### src/sv/pgalloc_queue.sv
`timescale 1ns / 1ps
// Two-entry FIFO between the front end and the back end
module pgalloc_queue #(
    parameter int W = 8
) (
    input  logic         i_clk,
    input  logic         i_rst_n,
    input  logic         i_push,
    input  logic [W-1:0] i_data,
    input  logic         i_pop,
    output logic         o_valid,
    output logic         o_full,
    output logic [W-1:0] o_data
);
    logic [W-1:0] r_data [2];
    logic         r_rd_ptr;
    logic         r_wr_ptr;
    logic [1:0]   r_cnt;

    assign o_valid = (r_cnt != 2'd0);
    assign o_full  = (r_cnt == 2'd2);
    assign o_data  = r_data[r_rd_ptr];

    // Pointers and fill level
    always_ff @(posedge i_clk) begin
        if (!i_rst_n) begin
            r_rd_ptr <= 1'b0;
            r_wr_ptr <= 1'b0;
            r_cnt    <= 2'd0;
        end else begin
            if (i_push) r_wr_ptr <= ~r_wr_ptr;
            if (i_pop)  r_rd_ptr <= ~r_rd_ptr;
            case ({i_push, i_pop})
                2'b10:   r_cnt <= r_cnt + 2'd1;
                2'b01:   r_cnt <= r_cnt - 2'd1;
                default: r_cnt <= r_cnt;
            endcase
        end
    end

    // Entry storage
    always_ff @(posedge i_clk) begin
        if (i_push) r_data[r_wr_ptr] <= i_data;
    end

endmodule

### config.mk
export PLATFORM = sky130hd
export DESIGN_NAME = pgalloc_queue
export DESIGN_NICKNAME = d
export VERILOG_FILES = /design/src/sv/pgalloc_queue.sv
export SDC_FILE = /design/constraint.sdc
export NUM_CORES = 1
export LEC_CHECK = 0
export BUFFER_PORTS_ARGS = -buffer_cell sky130_fd_sc_hd__buf_2
export CAP_MARGIN = 40
export CORE_UTILIZATION = 44
export DETAILED_ROUTE_END_ITERATION = 10
export GPL_TIMING_DRIVEN = 0
export HOLD_SLACK_MARGIN = 0.03
export MAX_ROUTING_LAYER = met4
export PLACE_DENSITY_LB_ADDON = 0.12
export REMOVE_ABC_BUFFERS = 1
export SETUP_SLACK_MARGIN = 0.02
export SYNTH_ARGS = -nofsm -noshare
export SYNTH_HDL_FRONTEND = slang
export SYNTH_SLANG_ARGS = --single-unit
export TNS_END_PERCENT = 10
### constraint.sdc
create_clock -name i_clk -period 1 [get_ports i_clk]
set_input_delay 0.1 -clock i_clk [delete_from_list [all_inputs] [get_ports i_clk]]
set_output_delay 0.1 -clock i_clk [all_outputs]
set_load 0.005 [all_outputs]
; After elaboration in Yosys (flattened, before gate mapping)
; Memory sizes are Yosys's and may differ from the RTL's. A register that Yosys moved wholly into a read port is not among the register bits.
; Index checks and enable logic that the tools add are counted.
[op_classes]
n_addsub = 2
mux = 5
n_reduce_logical = 2
n_eq_ne = 3
bitwise_logic = 2
[ops]
columns = op, n
row1 = $eq A2 B2 Y1 const B, 2
row2 = $mux W1, 4
row3 = $pmux W2 S2, 1
row4 = $reduce_bool A2 Y1, 2
row5 = $add A2 B1 Y2 const B, 1
row6 = $eq A2 B1 Y1 const B, 1
row7 = $not A1 Y1, 2
row8 = $sub A2 B1 Y2 const B, 1
[totals]
in_bits = 12
memories = 1
out_inout_bits = 10
regBits = 4
mem_bits_rw = 16
word_cells = 18
[memory_table]
columns = memory, depth, word_bits, read_ports, rd_clocked_by_memory_dff, wr, line_no
row1 = r_data, 2, 8, 1, 1, 1, 15  ; logic [W-1:0] r_data [2];

; Longest topological paths before layout
[logic_depth]
ltp_word = 3
mapped_depth = 5
mapped_depth_nobuf = 5

; Least setup slack after synthesis
; No wires, ideal clock.
[synth_path]
path_kind = reg-to-reg
startpoint = register r_wr_ptr
endpoint = memory r_data[0][0], enable pin
slack_ps = -82
synth_period_minus_slack_ps = 1082
t_arrival_ps = 709
t_required_ps = 626
path_stages_with_launch = 2
setup_ps = 374
n_path_buf = 0
cell_sequence = dfxtp_1 nor2_1
[synth_lines]
columns = item, line_no
row1 = "start, declared", 17  ; logic r_wr_ptr;
row2 = "start signal, assigned", 31  ; if (i_push) r_wr_ptr <= ~r_wr_ptr;
row3 = "end, declared", 15
; Straight into the memory's write port.

==> metrics.txt <==
status finished, violations left; failing checks setup timing; hpwl dp 829 um; total I/O pin count 22; Post-synth EDFFs 16; Port Buf Inserts 21; DP Worst Slack -316 ps; Worst Max-Slew Pin Slew 277 ps; largest net degree at the start of global routing 13; WP data required 900 ps; most frequent cells after synthesis edfxtp_1, mux2_2, dfxtp_1; initial core utilization 49.8%; Vert. Die Dim 44.5 um; reg-to-reg slack, setup 20 ps; Post-synth ARST share 0%; Rel. slew slack 81.5%; Tmin final 1290 ps; Startpoint Class register; Mapped Area 795 sq um; count leader, synth edfxtp_1; first-pass GRT wire length 2130 um; area leader, netlist edfxtp_1; TritonCTS Buffers 3; Placed Instances 91; DIE AREA 1980 sq um; largest cells by area after synthesis edfxtp_1, dfxtp_1, mux2_2; htree depth 1; detailed-route via count 472; CTS root buffer clkbuf_4; share of layout cells above drive strength 1 50.6%; crit-path max cell delay 450 ps; Avg Synthesized Cell Area 16.9 sq um; Final Cell Area 1130 sq um; PD cells 1540 nW/um^2; RSZ-0062 raised after global routing yes; Die W 44.5 um; Achievable Freq 775 MHz; hold endpoint r_wr_ptr; routability congestion estimate 0.633; endpoint class of the critical path output port; Slew Limit Fails 0; final hold violation count 0; setup ws final -290 ps; FP Rows 14; YS warnings 0; # setup viols final 10; number of clock sinks seen by CTS 21; final WL 1260 um; total track usage 15.8%; #FFs+latches synth 21; worst-path fanout max 8; # DRC 0; number of detailed-route iterations in the first pass 2; GR Overflow Total 0; Worst R2R Path Depth 3; vias per inst 4.58; Worst-path clk slew 110 ps; fin cells 103; hold_sp i_rst_n; reg2reg start r_cnt[0]; antenna-violating nets left 0; Tcrit/Tclk final 129%; Worst Setup Path Type reg2out; Leak Pwr 0.000462 uW; crit-path leading delay family flip-flops; Crit path arrival time 1190 ps; Hold Crit Class in2reg; drt initial violations 8; Final #Nets 93; DP Area 925 sq um; WL/cell 12.2 um; r2r endpoint r_cnt[1]; worst clock skew 3.00 ps; P&R area growth vs syn 42.7%; slowest cell on the critical path dfxtp_4; CTS tree built; initial antenna violation count 0; core area 1590 sq um; ys flop type edfxtp_1; post-synth top area share 60.5%; Synth cell types 17; hold depth 2; later-pin clock latency in the skew report 300 ps; Peak VDD IR 1320 uV; Fillers 115; worst-path cell chain mux2_4 > buf_6; Max-Cap Viols 0; vias in the first global route 506; Syn Inst Count 47; Buffers & Inverters on Critical Path 1; Clock Path Buffers 2; Seq/Total Area, Yosys 73.1%; n_diodes 0
-- worst register-to-register path, delay by kind of cell (launching register included) --
family | cells | cell delay, ps
simple gates | 1 | 300
xor+xnor | 1 | 120
compound gates | 1 | 120
flops | 1 | 370
-- how the worst max path moves through the flow --
stage	from	end	slack, ps	cells after the start
6_report	register	o_data[6]	-290	2
5_1_grt	register	o_data[1]	-340	2
4_1_cts	register	o_data[2]	-300	2
3_5_place_dp	r_wr_ptr	r_data[0][0]	-320	1
3_3_place_gp	r_wr_ptr	r_data[0][5]	-260	1
2_1_floorplan	r_wr_ptr	r_data[0][0]	-80	1
-- where the power goes --
group / leakage (uW) / internal, uW / switching (uW)
Sequential: 0.000193 / 1000 / 43.1
Combinational: 0.000251 / 213 / 95.0
Clock: 0.0000177 / 149 / 247
Total: 0.000462 / 1360 / 385
-- layout make-up --
type                    count  area, sq um  share of cell area (%)
inverters                   1         3.75                   0.331
multi-input cells          24          248                    21.9
well taps                  24         30.0                    2.65
flip-flops and latches     21          589                    52.0
clock buffers               3         22.5                    1.99
clock inverters             1         5.00                   0.442
repair buffers             29          235                    20.8
-- layer usage --
metal / up-vias / global-route usage (%) / part of all wire (%)
met5: - / - / 0
met2: 18 / 26.5 / 49
met1: 214 / 17.7 / 45
met4: 0 / 5.45 / 1.5
li1: 236 / - / -
met3: 4 / 4.90 / 4.5
-- state kept, by name, summed over array words and instances, names as in the netlist, named ones only --
name      count
r_data       16
r_rd_ptr      1
r_cnt         2
r_wr_ptr      1
-- what timing repair did --
item | CTS | global route
resized for setup | 12 | 14
pin swaps | 1 | 1
hold endpoints to repair | 16 | 0
hold buffers | 8 | 0
cloned | 0 | 0
endpoints found under the setup margin | 28 | 19
buffers inserted | 0 | 0
-- kinds of logic (layout without fill, tap and decap cells) --
group	Yosys count	after routing	synth area share [%]
DFF	21	21	73.1
and+or+nand+nor	9	9	7.09
muxes	8	8	11.3
AOI/OAI and AO/OA	3	3	2.52
xor gates and xnor gates	3	3	3.31
buffers and inverters	2	34	1.10
adders and majority gates	1	1	1.57
-- through the flow --
stage,hold slack (ps),utilization (%),TNS [ps],power [uW]
final,54.7,71.1,-2480,1750
after global routing,59.8,71.1,-3030,1830
after CTS,56.9,67.0,-2610,1700
after detailed placement,291,58.0,-4210,1260
after global placement,287,58.0,-3420,1250
after floorplan,199,-,-658,1160
-- placed cells by master (no fill, tap or decap) --
master	instances
edfxtp_1	16
inv_1	1
dfxtp_2	1
xnor2_1	2
and2_1	3
o21ai_0	1
or2_4	1
buf_2	13
clkbuf_4	3
nor2b_1	1
dfxtp_1	2
or3_1	1
o21a_1	1
clkinv_2	1
a21boi_1	1
and2_4	1
xor2_1	1
dfxtp_4	2
and2b_2	1
dlygate4sd3_1	8
nor2_4	1
mux2_4	8
ha_1	1
buf_6	8
(Power assumes the default switching activity.)
