$ cat src/sv/pgalloc_pkg.sv
`timescale 1ns / 1ps
// Shared types and constants of the page allocator
package pgalloc_pkg;

    // Field widths fixed by the interface
    localparam int ADDR_W      = 64;
    localparam int DELTA_W     = 17;
    localparam int STATUS_W    = 3;
    localparam int COUNT_OUT_W = 16;
    localparam int ACTION_W    = 2;
    localparam int CFG_IDX_W   = 2;

    // Parameter defaults (PAGE_BYTES must be a power of two)
    localparam int NUM_PAGES_DEF  = 32768;
    localparam int PAGE_BYTES_DEF = 4096;
    localparam int COUNT_BITS_DEF = 16;

    // Register reset values
    localparam logic [ADDR_W-1:0] BASE_RST = 64'h0000_0000_8000_0000;
    localparam logic [ADDR_W-1:0] TOP_RST  = 64'h0000_0000_8800_0000;
    localparam logic [ADDR_W-1:0] KEND_RST = 64'h0000_0000_8000_0000;

    // Register indexes
    localparam logic [CFG_IDX_W-1:0] CFG_BASE = 2'd0;
    localparam logic [CFG_IDX_W-1:0] CFG_TOP  = 2'd1;
    localparam logic [CFG_IDX_W-1:0] CFG_KEND = 2'd2;

    // Request actions
    localparam logic [ACTION_W-1:0] ACT_ALLOC  = 2'd0;
    localparam logic [ACTION_W-1:0] ACT_FREE   = 2'd1;
    localparam logic [ACTION_W-1:0] ACT_UPDATE = 2'd2;

    // Result status codes
    typedef enum logic [STATUS_W-1:0] {
        ST_OK      = 3'd0,
        ST_FREED   = 3'd1,
        ST_HELD    = 3'd2,
        ST_OOM     = 3'd3,
        ST_BADADDR = 3'd4,
        ST_UNDER   = 3'd5,
        ST_OVER    = 3'd6,
        ST_FULL    = 3'd7
    } t_status;

    // Request class decided by the front end
    typedef enum logic [2:0] {
        K_NOP    = 3'd0,
        K_ALLOC  = 3'd1,
        K_FREE   = 3'd2,
        K_UPDATE = 3'd3,
        K_BAD    = 3'd4
    } t_kind;

    localparam int KIND_W = $bits(t_kind);

endpackage

$ cat src/sv/pgalloc_front.sv
`timescale 1ns / 1ps
// Front end: holds the region registers, checks addresses and classifies items
module pgalloc_front #(
    parameter int NUM_PAGES  = pgalloc_pkg::NUM_PAGES_DEF,
    parameter int PAGE_BYTES = pgalloc_pkg::PAGE_BYTES_DEF,
    parameter int ENT_W      = 8
) (
    input  logic                               i_clk,
    input  logic                               i_rst_n,
    input  logic                               i_cfg_we,
    input  logic [pgalloc_pkg::CFG_IDX_W-1:0]  i_cfg_idx,
    input  logic [pgalloc_pkg::ADDR_W-1:0]     i_cfg_data,
    input  logic                               i_in_valid,
    input  logic [pgalloc_pkg::ACTION_W-1:0]   i_action,
    input  logic [pgalloc_pkg::ADDR_W-1:0]     i_addr,
    input  logic signed [pgalloc_pkg::DELTA_W-1:0] i_delta,
    input  logic                               i_q_full,
    input  logic                               i_clearing,
    output logic                               o_in_stall,
    output logic                               o_push,
    output logic [ENT_W-1:0]                   o_entry,
    output logic [pgalloc_pkg::ADDR_W-1:0]     o_base
);
    import pgalloc_pkg::*;

    localparam int IDX_W      = $clog2(NUM_PAGES);
    localparam int PAGE_SHIFT = $clog2(PAGE_BYTES);
    localparam int HI_SHIFT   = PAGE_SHIFT + IDX_W;

    logic [ADDR_W-1:0] r_base;
    logic [ADDR_W-1:0] r_top;
    logic [ADDR_W-1:0] r_kend;

    logic [ADDR_W-1:0] off;
    logic [IDX_W-1:0]  idx;
    logic              in_region;
    logic              above_kernel;
    t_kind             kind;

    // Region registers
    always_ff @(posedge i_clk) begin
        if (!i_rst_n) begin
            r_base <= BASE_RST;
            r_top  <= TOP_RST;
            r_kend <= KEND_RST;
        end else if (i_cfg_we) begin
            case (i_cfg_idx)
                CFG_BASE: r_base <= i_cfg_data;
                CFG_TOP:  r_top  <= i_cfg_data;
                CFG_KEND: r_kend <= i_cfg_data;
                default:  ;
            endcase
        end
    end

    assign o_base = r_base;

    // Page index and range checks shared by free and update
    assign off          = i_addr - r_base;
    assign idx          = off[PAGE_SHIFT +: IDX_W];
    assign above_kernel = (i_addr >= r_kend);
    assign in_region    = (i_addr[PAGE_SHIFT-1:0] == '0)
                       && (i_addr >= r_base) && (i_addr < r_top)
                       && ((off >> HI_SHIFT) == '0)
                       && ({1'b0, idx} < (IDX_W+1)'(NUM_PAGES));

    // Classify the item
    always_comb begin
        case (i_action)
            ACT_ALLOC:  kind = K_ALLOC;
            ACT_FREE:   kind = (in_region && above_kernel) ? K_FREE : K_BAD;
            ACT_UPDATE: kind = in_region ? K_UPDATE : K_BAD;
            default:    kind = K_NOP;
        endcase
    end

    // Handshake into the queue; nothing enters during the count clearing pass
    assign o_in_stall = i_q_full | i_clearing;
    assign o_push     = i_in_valid & ~o_in_stall;
    assign o_entry    = {kind, idx, i_delta};

endmodule

$ cat config.mk
export PLATFORM = sky130hd
export DESIGN_NAME = pgalloc_front
export DESIGN_NICKNAME = d
export VERILOG_FILES = /design/src/sv/pgalloc_pkg.sv /design/src/sv/pgalloc_front.sv
export SDC_FILE = /design/constraint.sdc
export NUM_CORES = 1
export LEC_CHECK = 0
export BUFFER_PORTS_ARGS = -buffer_cell sky130_fd_sc_hd__buf_2
export CORE_MARGIN = 5
export CORE_UTILIZATION = 41
export CTS_BUF_LIST = sky130_fd_sc_hd__clkbuf_16
export DETAILED_ROUTE_END_ITERATION = 10
export PLACE_DENSITY_LB_ADDON = 0.25
export SYNTH_ARGS = -nofsm -noshare
export SYNTH_HDL_FRONTEND = slang
export SYNTH_SLANG_ARGS = --single-unit
$ cat constraint.sdc
create_clock -name i_clk -period 2.8 [get_ports i_clk]
set_clock_uncertainty 0.05 [all_clocks]
set_input_delay 0.42 -clock i_clk [delete_from_list [all_inputs] [get_ports i_clk]]
set_output_delay 0.42 -clock i_clk [all_outputs]
set_load 0.005 [all_outputs]
# Yosys cells after proc, flatten, opt, wreduce, memory -nomap -nowiden
# Cells that the tools add are included.
# word_totals
memories	0
word_cells	6
latch_bits	0
register_bits	64
mem_bits_ro	0
input_bits	155
ramBits	0
# classes
eq_ne	0
addsub	0
n_reduce_logical	2
mux	0
n_bitwise	3
div_mod_pow	0
n_shift	0
order_cmp	0
n_mul	0
# ops
cell	count
$logic_not 2->1	1
$reduce_and 2->1	1
$and 1x1->1	1
$not 1->1	1
$or 1x1->1	1

# Depth between registers and ports, before layout
# Gate-level depths: netlist of run 1.
# logic_depth
word_depth	3
ltp_mapped	5
depth_no_buf	2

# Least setup slack after synthesis of run 1
# Ideal clock, no wire load.
# synth_timing
path_kind	input -> output
start	input port i_clearing
end	output port o_push
slack_ps	1499
path_buffers	0
t_required_ps	2330
arrival_ps	831
stages	2
path_cell_list	or2_2 > nor2_1
# synth_via
elab_chain_cells	3
# synth_lines
item	line_no	source
start, declared	pgalloc_front.sv:18	input logic i_clearing,
$or 1x1->1	pgalloc_front.sv:78	assign o_in_stall = i_q_full | i_clearing;
$not 1->1	pgalloc_front.sv:79	assign o_push = i_in_valid & ~o_in_stall;
$and 1x1->1	pgalloc_front.sv:79	
end, declared	pgalloc_front.sv:20	output logic o_push,
# Every way passes these cells.

# Worst setup path after layout of run 1
# Same ends and word-level chain as after synthesis.

==> results.md, run 1 <==
- The via count of the first global-routing pass is 2116.
- By count the netlist is led by sky130_fd_sc_hd__nand2_1 (126), sky130_fd_sc_hd__dfxtp_1 (64), sky130_fd_sc_hd__mux2i_1 (63).
- The first global-routing pass estimated 9791 um of wire.
- The cell area after layout is 0.003540 mm2.
- The routed length per placed instance is 12.43 um.
- The initial antenna violation count came to 0.
- The critical path arrival is 0.99 ns.
- Buffers inserted to repair hold after CTS numbered 0.
- The vias per cell is 4.493.
- The cell with the largest stage delay on the worst path is sky130_fd_sc_hd__or2_2.
- The setup TNS is 0 ns.
- In this run the most critical hold path is launched from i_cfg_data[25].
- Setup repair after global routing left no endpoint under its margin.
- Hold is met by 0.2918 ns.
- The critical path is of the input pin to output pin type.
- The run finished with clean final reports.
- The terminus of the critical flop-to-flop path is o_base[55]$_SDFFE_PN0P_.
- In the routed design, unresolved DRC markers number 0.
- The largest single stage delay on the critical path is 0.29 ns.
- Port buffering added 137 buffers.
- CTS placed an instance of sky130_fd_sc_hd__clkbuf_16 at the clock tree root.
- The required time reported for the critical path endpoint is 2.33 ns.
- The final-report max-slew violation count is 0.
- The family with the most delay on the worst path is simple AND/OR/NAND/NOR gates.
- Entering global routing, the biggest net connects 65 pins.
- The maximum clock path buffer count is 2.
- The synthesized netlist net count is 444.
- The HPWL after detailed placement is 4337 um.
- The final critical-path required period is 1.462 ns.
- The share of total power dissipated in combinational logic is 8.9%.
- The switching share of power is 21.61%.
- The share of the clock period used by the worst path is 52.22%.
- The tightest slew margin relative to the limit is 60.47%.
- At the pin with the least slew margin, the transition time is 0.5929 ns.
- The overall die height is 91.06 um.
- CTS built an H-tree with a depth of 3.
- Counting instances, the worst hold path has a depth of 3.
- The congestion estimate from routability-driven global placement came to 0.7372.
- Summing the sequential cell areas from Yosys gives 47.56% of the chip area.
- The power density normalized to cell area is 618.1 mW/mm2.
- The cell taking the most area after synthesis is sky130_fd_sc_hd__dfxtp_1.
- The cell-internal power is 1.715 mW.
- At the later pin of the worst-skew pair, clock insertion delay measures 0.32 ns.
- The clock transition at the registers of the reported paths is 0.05 ns.
- The path class of the tightest hold or removal check is input pin to flip-flop.
- The maximum ir drop on the vdd rail is 376.6 uV.
- The first routing iteration left 71 violations.
- In the post-synthesis netlist, the biggest area contributors are sky130_fd_sc_hd__dfxtp_1 (48%), sky130_fd_sc_hd__mux2i_1 (23%), sky130_fd_sc_hd__nand2_1 (18%).
- The switching power total is 0.4728 mW.
- The prevailing post-synth register cell is sky130_fd_sc_hd__dfxtp_1.
- The type of element launching the critical path is an input pin.
- For this block, the routed nets add up to 6126 um of wire.
- After clock tree synthesis, the setup repair step added 0 buffers.
- The number of cell rows is 29.
- The area share of the largest cell type after synthesis is 47.56%.
- During synthesis, Yosys emitted a total of 0 warnings.
- The area of placed instances is 0.003259 mm2.
- The starting utilization of the core area is 42.18%.
- The synthesized cell area is 0.002694 mm2.
- The clock drives 64 sinks.
- Setup violations remaining at the end of the flow were counted as 0.
- The area growth from synthesis to layout is 31.40%.
- The pre-CTS worst setup slack is 1.134 ns.
- Dividing the synthesized area by the synthesized cell count gives 9.321 um2.
- The overall power is 2.188 mW.
- The width of the die is 91.06 um.
- The reg-to-reg setup timing slack is 2.12 ns.
- The part of the total power dissipated in sequential elements is 43.9%.
- The number of placed instances, taps included, is 477.
- The worst path setup slack after routing is 1.338 ns.
- The most frequent cell after synthesis is sky130_fd_sc_hd__nand2_1.
- The placeable core region is 0.006386 mm2.
- After filler insertion, the fill cell instance count of the layout stands at 607.
- The number of buffers inserted during clock tree synthesis is 9.
- For this run, the top clock speed supported by timing is 683.9 MHz.
- The total number of vias is 2215.
- The endpoint class of the critical path is an output pin.
- Global routing consumed, over all layers together, 14.45% of the routing resources.
- After synthesis, the netlist uses 14 different library cells.
- The area of the die is 0.008291 mm2.
- The count of flip-flops with a built-in enable after synthesis is 0.
- The number of standard cells after synthesis is 289.
- Of the total power, the clock network draws 47.2%.
- Once detail routing completed, the nets flagged for antenna violations numbered 0.
- The number of logic stages on the critical path including buffering is 4.
- Post-CTS repair changed the size of 0 cells.
- In the final layout, the share of cells above drive strength 1 is 37.02%.
- The count of boundary I/O pins is 229.
- The first detailed-routing pass ran for 4 iterations.
- The largest fanout on the critical path is 2.
- For hold timing, the worst endpoint is o_base[25]$_SDFFE_PN0P_.
- In this run the critical register-to-register path is launched from o_base[55]$_SDFFE_PN0P_.
- The non-filler instance count after layout is 493.
- The number of failing hold endpoints at the final stage is 0.
- The number of flip-flops in the largest register is 64.
- The share of the core filled with cells in the final layout is 55.43%.
- The static leakage is 1.721 nW.
- The cell repeated most along the worst path is sky130_fd_sc_hd__buf_2.
- After synthesis the netlist holds a flip-flop and latch count of 64.
- After global routing the overflow that remains totals 0.
- The number of buffer and inverter instances along the worst setup path is 2.
- The async set or reset register ratio after synthesis is 0%.
- The worst reg-to-reg path cell count is 2.
- 0 antenna diodes ended up in the layout.
- TritonCTS built the clock tree.
- The count of max-cap constraint violations is 0.
- The number of nets in the final layout is 566.
- Walking the worst path, the cells encountered are buf_2 > or2_2 > nor2_1 > buf_2.
## routing by layer
layer	GRT usage, %	vias to the layer above	share of wire [%]
met1	18.35	934	44
li1	-	1164	-
met2	19.23	105	40
met3	9.174	12	15
met4	6.112	0	1.5
met5	0	-	0
## worst max path at each step
stage                            start                      end  slack, ns
after floorplan             i_clearing                   o_push       1.50
after global placement    i_cfg_idx[1]  o_base[24]$_SDFFE_PN0P_       1.16
after detailed placement  i_cfg_idx[1]  o_base[22]$_SDFFE_PN0P_       1.13
after CTS                   i_clearing                   o_push       1.33
after global routing        i_clearing                   o_push       1.29
final                       i_clearing                   o_push       1.34
## worst register-to-register path, delay by kind of cell, from the launching register on
kind,cells,cell delay [ns]
mux,1,0.14
flops,1,0.35
simple gates,1,0.06
## cell families (layout without fill, tap and decap cells)
family,Yosys count,count (layout),synth area share (%)
AO/OA/AOI/OAI,1,1,0.2788
buffers and inverters,31,158,9.940
flip-flops,64,64,47.56
multiplexers,63,63,23.41
AND/OR/NAND/NOR,130,130,18.81
## cells in the final DEF, fill, tap and decap left out
cell type and n:
sky130_fd_sc_hd__o211ai_1 1, sky130_fd_sc_hd__or4bb_1 1, sky130_fd_sc_hd__nand2_1 126, sky130_fd_sc_hd__buf_12 1, sky130_fd_sc_hd__nor2_1 1, sky130_fd_sc_hd__nor3b_4 1, sky130_fd_sc_hd__clkinv_2 2, sky130_fd_sc_hd__buf_2 136
sky130_fd_sc_hd__clkinv_1 2, sky130_fd_sc_hd__mux2i_1 63, sky130_fd_sc_hd__dfxtp_1 64, sky130_fd_sc_hd__clkbuf_16 9, sky130_fd_sc_hd__inv_1 4, sky130_fd_sc_hd__or2_2 1, sky130_fd_sc_hd__buf_4 3, sky130_fd_sc_hd__bufinv_16 1
## cell type report
cell class                      instances  area, um2  share of cell area [%]
Sequential cell                        64       1281                   36.20
Multi-Input combinational cell        194       1151                   32.52
Timing Repair Buffer                  140      723.2                   20.43
Clock buffer                            9      225.2                   6.363
Tap cell                               77      96.34                   2.722
Clock inverter                          7      55.05                   1.555
Inverter                                2      7.507                  0.2121
## power groups by stage
stage	clock, mW	combinational, mW	sequential, mW
global route	1.12	0.218	0.963
CTS	1.06	0.198	0.960
floorplan	0	0.121	0.982
detailed placement	0	0.197	0.978
global placement	0	0.194	0.977
finish	1.03	0.195	0.960
Note: power is estimated with default switching activity, not from simulation.
==> inputs of run 2 (changes only) <==
- CORE_UTILIZATION: 41 -> 34
- clock period: 2.8 -> 1.3 ns (I/O delays scaled with it)
==> run 2 against run 1 <==
Effect of this change: critical path type is now flip-flop to output pin; global-route usage down 0.96 points; via count rose by 3.2%; combinational power up 130%; die area rose by 18%; utilization is 7.7 points lower; sequential power grew 120%; wire length rose by 2.4%; clock power is 100% higher; power up 110%.
==> results.md, run 2 (synthesized netlist as in run 1, its figures left out) <==
- The maximum number of pins on one net before global-route repair is 41 (-37%).
- The filler cell count in the final layout is 746 (+23%).
- The area of the die is 0.009803 mm2 (+18%).
- The initial antenna violation count is 0 (unchanged).
- The cell at the root of the clock tree is sky130_fd_sc_hd__clkbuf_16.
- The static leakage is 1.766 nW (+2.6%).
- Of the available clock period, the critical path in the final layout requires 79.89%.
- The worst reg-to-reg path cell count is 2 (unchanged).
- The tightest slew margin relative to the limit is 86.11% (+26 points).
- STA classifies the critical path endpoint as an output pin.
- The actual transition at the worst max-transition pin is 0.2083 ns (-0.3846 ns).
- The total number of vias is 2285 (+3.2%).
- The area of all sequential standard cells is 0.001281 mm2 (unchanged).
- The critical path is of the flip-flop to output pin type.
- The placed wire-length estimate after detailed placement was 4763 um (+9.8%).
- The placer congestion estimate was 0.7463 (+1.2%).
- The routed length per placed instance is 11.90 um (-4.2%).
- The final critical-path required period is 1.039 ns.
- The flow ran to the end, and the final reports show no timing, DRC or antenna violations.
- The worst register-to-register path ends at o_base[37]$_SDFFE_PN0P_.
- The maximum clock path buffer count was 2 (unchanged).
- Walking the worst path, the cells encountered are buf_2.
- The type of element launching the critical path is a flip-flop.
- The width of the die was 99.01 um (+8.7%).
- The number of setup violations in the final report is 0 (unchanged).
- Leaving out fill and tap cells, the most frequent cell in the layout is sky130_fd_sc_hd__buf_2.
- The vias per cell is 4.336 (-3.5%).
- The maximum ir drop on the vdd rail came to 555.5 uV (+48%).
- The clock transition at the registers of the reported paths is 0.06 ns (about the same).
- Derived from the worst setup path, the maximum achievable clock frequency is 962.9 MHz.
- The number of cell rows is 32 (+10%).
- The family with the most delay on the worst path is flip-flops.
- The number of nets still failing antenna checks after routing is 0 (unchanged).
- The via count of the first global-routing pass is 2359 (+11%).
- For this design, the slowest cell found on the critical path is sky130_fd_sc_hd__dfxtp_1.
- The number of nets in the final layout was 575 (+1.6%).
- The overall power is 4.617 mW (+110%).
- The pre-CTS worst setup slack is 0.07537 ns (-1.059 ns).
- The area of the multi-input gates is 0.001151 mm2 (unchanged).
- The starting utilization of the core area is 34.86% (-7.3 points).
- The number of gates given a new drive strength after cts came to 0 (unchanged).
- The count of max-cap constraint violations was 0 (unchanged).
- The number of flip-flops in the largest register came to 64 (unchanged).
- The clock latency on the worst-skew pair came to 0.32 ns (about the same).
- In this run the most critical hold path is launched from i_cfg_data[6].
- The number of failing hold endpoints at the final stage is 0 (unchanged).
- The critical path arrival is 0.79 ns (-0.20 ns).
- The number of remaining DRC errors came to 0 (unchanged).
- The final-report max-slew violation count is 0 (unchanged).
- The wire length of the first global-routing pass is 10760 um (+9.9%).
- The H-tree depth is 3 (unchanged).
- For hold timing, the worst endpoint is o_base[6]$_SDFFE_PN0P_.
- The iteration-0 DRC count of the detailed router was 39 (-45%).
- The overall die height is 99.01 um (+8.7%).
- The required time reported for the critical path endpoint is 1.05 ns (-1.28 ns).
- The count of input and output buffers is 137 (unchanged).
- The layout cell share with drive strength beyond 1 was 39.06% (+2.0 points).
- The startpoint identified for the worst register-to-register timing path is o_base[37]$_SDFFE_PN0P_.
- The power density normalized to cell area is 1253 mW/mm2 (+100%).
- The total of hold buffers inserted after clock tree synthesis came to 0 (unchanged).
- Setup repair after global routing left no endpoint under its margin.
- The routed wire length is 6272 um (+2.4%).
- The placeable core region is 0.007727 mm2 (+21%).
- The number of buffers inserted during clock tree synthesis came to 9 (unchanged).
- In the layout the commonest cells are sky130_fd_sc_hd__buf_2 (136), sky130_fd_sc_hd__nand2_1 (126), sky130_fd_sc_hd__dfxtp_1 (64).
- The worst path setup slack after routing is 0.2614 ns (-1.076 ns).
- The depth of the worst hold-timing path came to 3 (unchanged).
- The delay contributed by the slowest stage of the critical path came to 0.34 ns (+0.05 ns).
- The length of the first detailed-routing pass in iterations is 4 (unchanged).
- The antenna diode count is 0 (unchanged).
- TritonCTS built the clock tree.
- The synthesis-to-finish area growth is 36.79%.
- The post-CTS setup-driven buffer insertion count came to 0 (unchanged).
- The reg-to-reg setup timing slack came to 0.64 ns (-1.48 ns).
- The setup TNS is 0 ns (unchanged).
- The number of clock sinks seen by CTS is 64 (unchanged).
- The global-route usage over all layers was 13.48% (-0.96 points).
- The number of buffer and inverter instances along the worst setup path is 1 (-1).
- The aggregate global routing overflow is 0 (unchanged).
- The class of the most critical hold timing path is input pin to flip-flop.
- The count of boundary I/O pins is 229 (unchanged).
- The largest fanout on the critical path is 2 (unchanged).
==> run 2: worst max-delay path by stage <==
stage / start / end / depth (start not counted)
after global routing: o_base[12]$_SDFFE_PN0P_ / o_base[12] / 1
after global placement: i_cfg_idx[1] / o_base[17]$_SDFFE_PN0P_ / 5
after floorplan: i_cfg_idx[1] / o_base[0]$_SDFFE_PN0P_ / 4
final: o_base[63]$_SDFFE_PN0P_ / o_base[63] / 1
after CTS: o_base[63]$_SDFFE_PN0P_ / o_base[63] / 1
after detailed placement: i_cfg_idx[1] / o_base[37]$_SDFFE_PN0P_ / 5
==> run 2: worst reg2reg max path: stages, from the launching register on <==
cell and delay (ns):
sky130_fd_sc_hd__dfxtp_1 0.34, sky130_fd_sc_hd__nand2_1 0.05, sky130_fd_sc_hd__mux2i_1 0.14
==> run 2: layout make-up <==
type / instances / share of cell area (%)
clock buffers: 9 / 6.112
clock inverters: 7 / 1.053
inverters: 2 / 0.2037
multi-input cells: 194 / 31.24
flip-flops and latches: 64 / 34.77
well taps: 102 / 3.463
repair buffers: 149 / 23.16
==> run 2: per-layer routing <==
metal  global-route usage (%)  wire (um)  vias to the layer above
met5                        0          0                        -
li1                         -          -                     1176
met4                    5.672        117                        0
met2                    20.61       2648                       98
met3                    7.502        815                       11
met1                    15.52       2691                     1000
==> run 2: power by group <==
part	switching, mW	total, mW	internal (mW)	leakage, nW
logic	0.214	0.458	0.243	1.12
registers	0.0319	2.07	2.03	0.520
clock network	0.829	2.09	1.27	0.128
==> run 2: per-stage QoR <==
step	instances	hold slack [ns]	util (%)	instance area, um2
4_1_cts	527	0.04797	47.68	3685
2_1_floorplan	289	0.2871	-	2694
5_1_grt	527	0.05727	47.68	3685
3_5_place_dp	511	0.3400	44.27	3421
3_3_place_gp	511	0.3400	44.27	3421
6_report	527	0.06313	47.68	3685
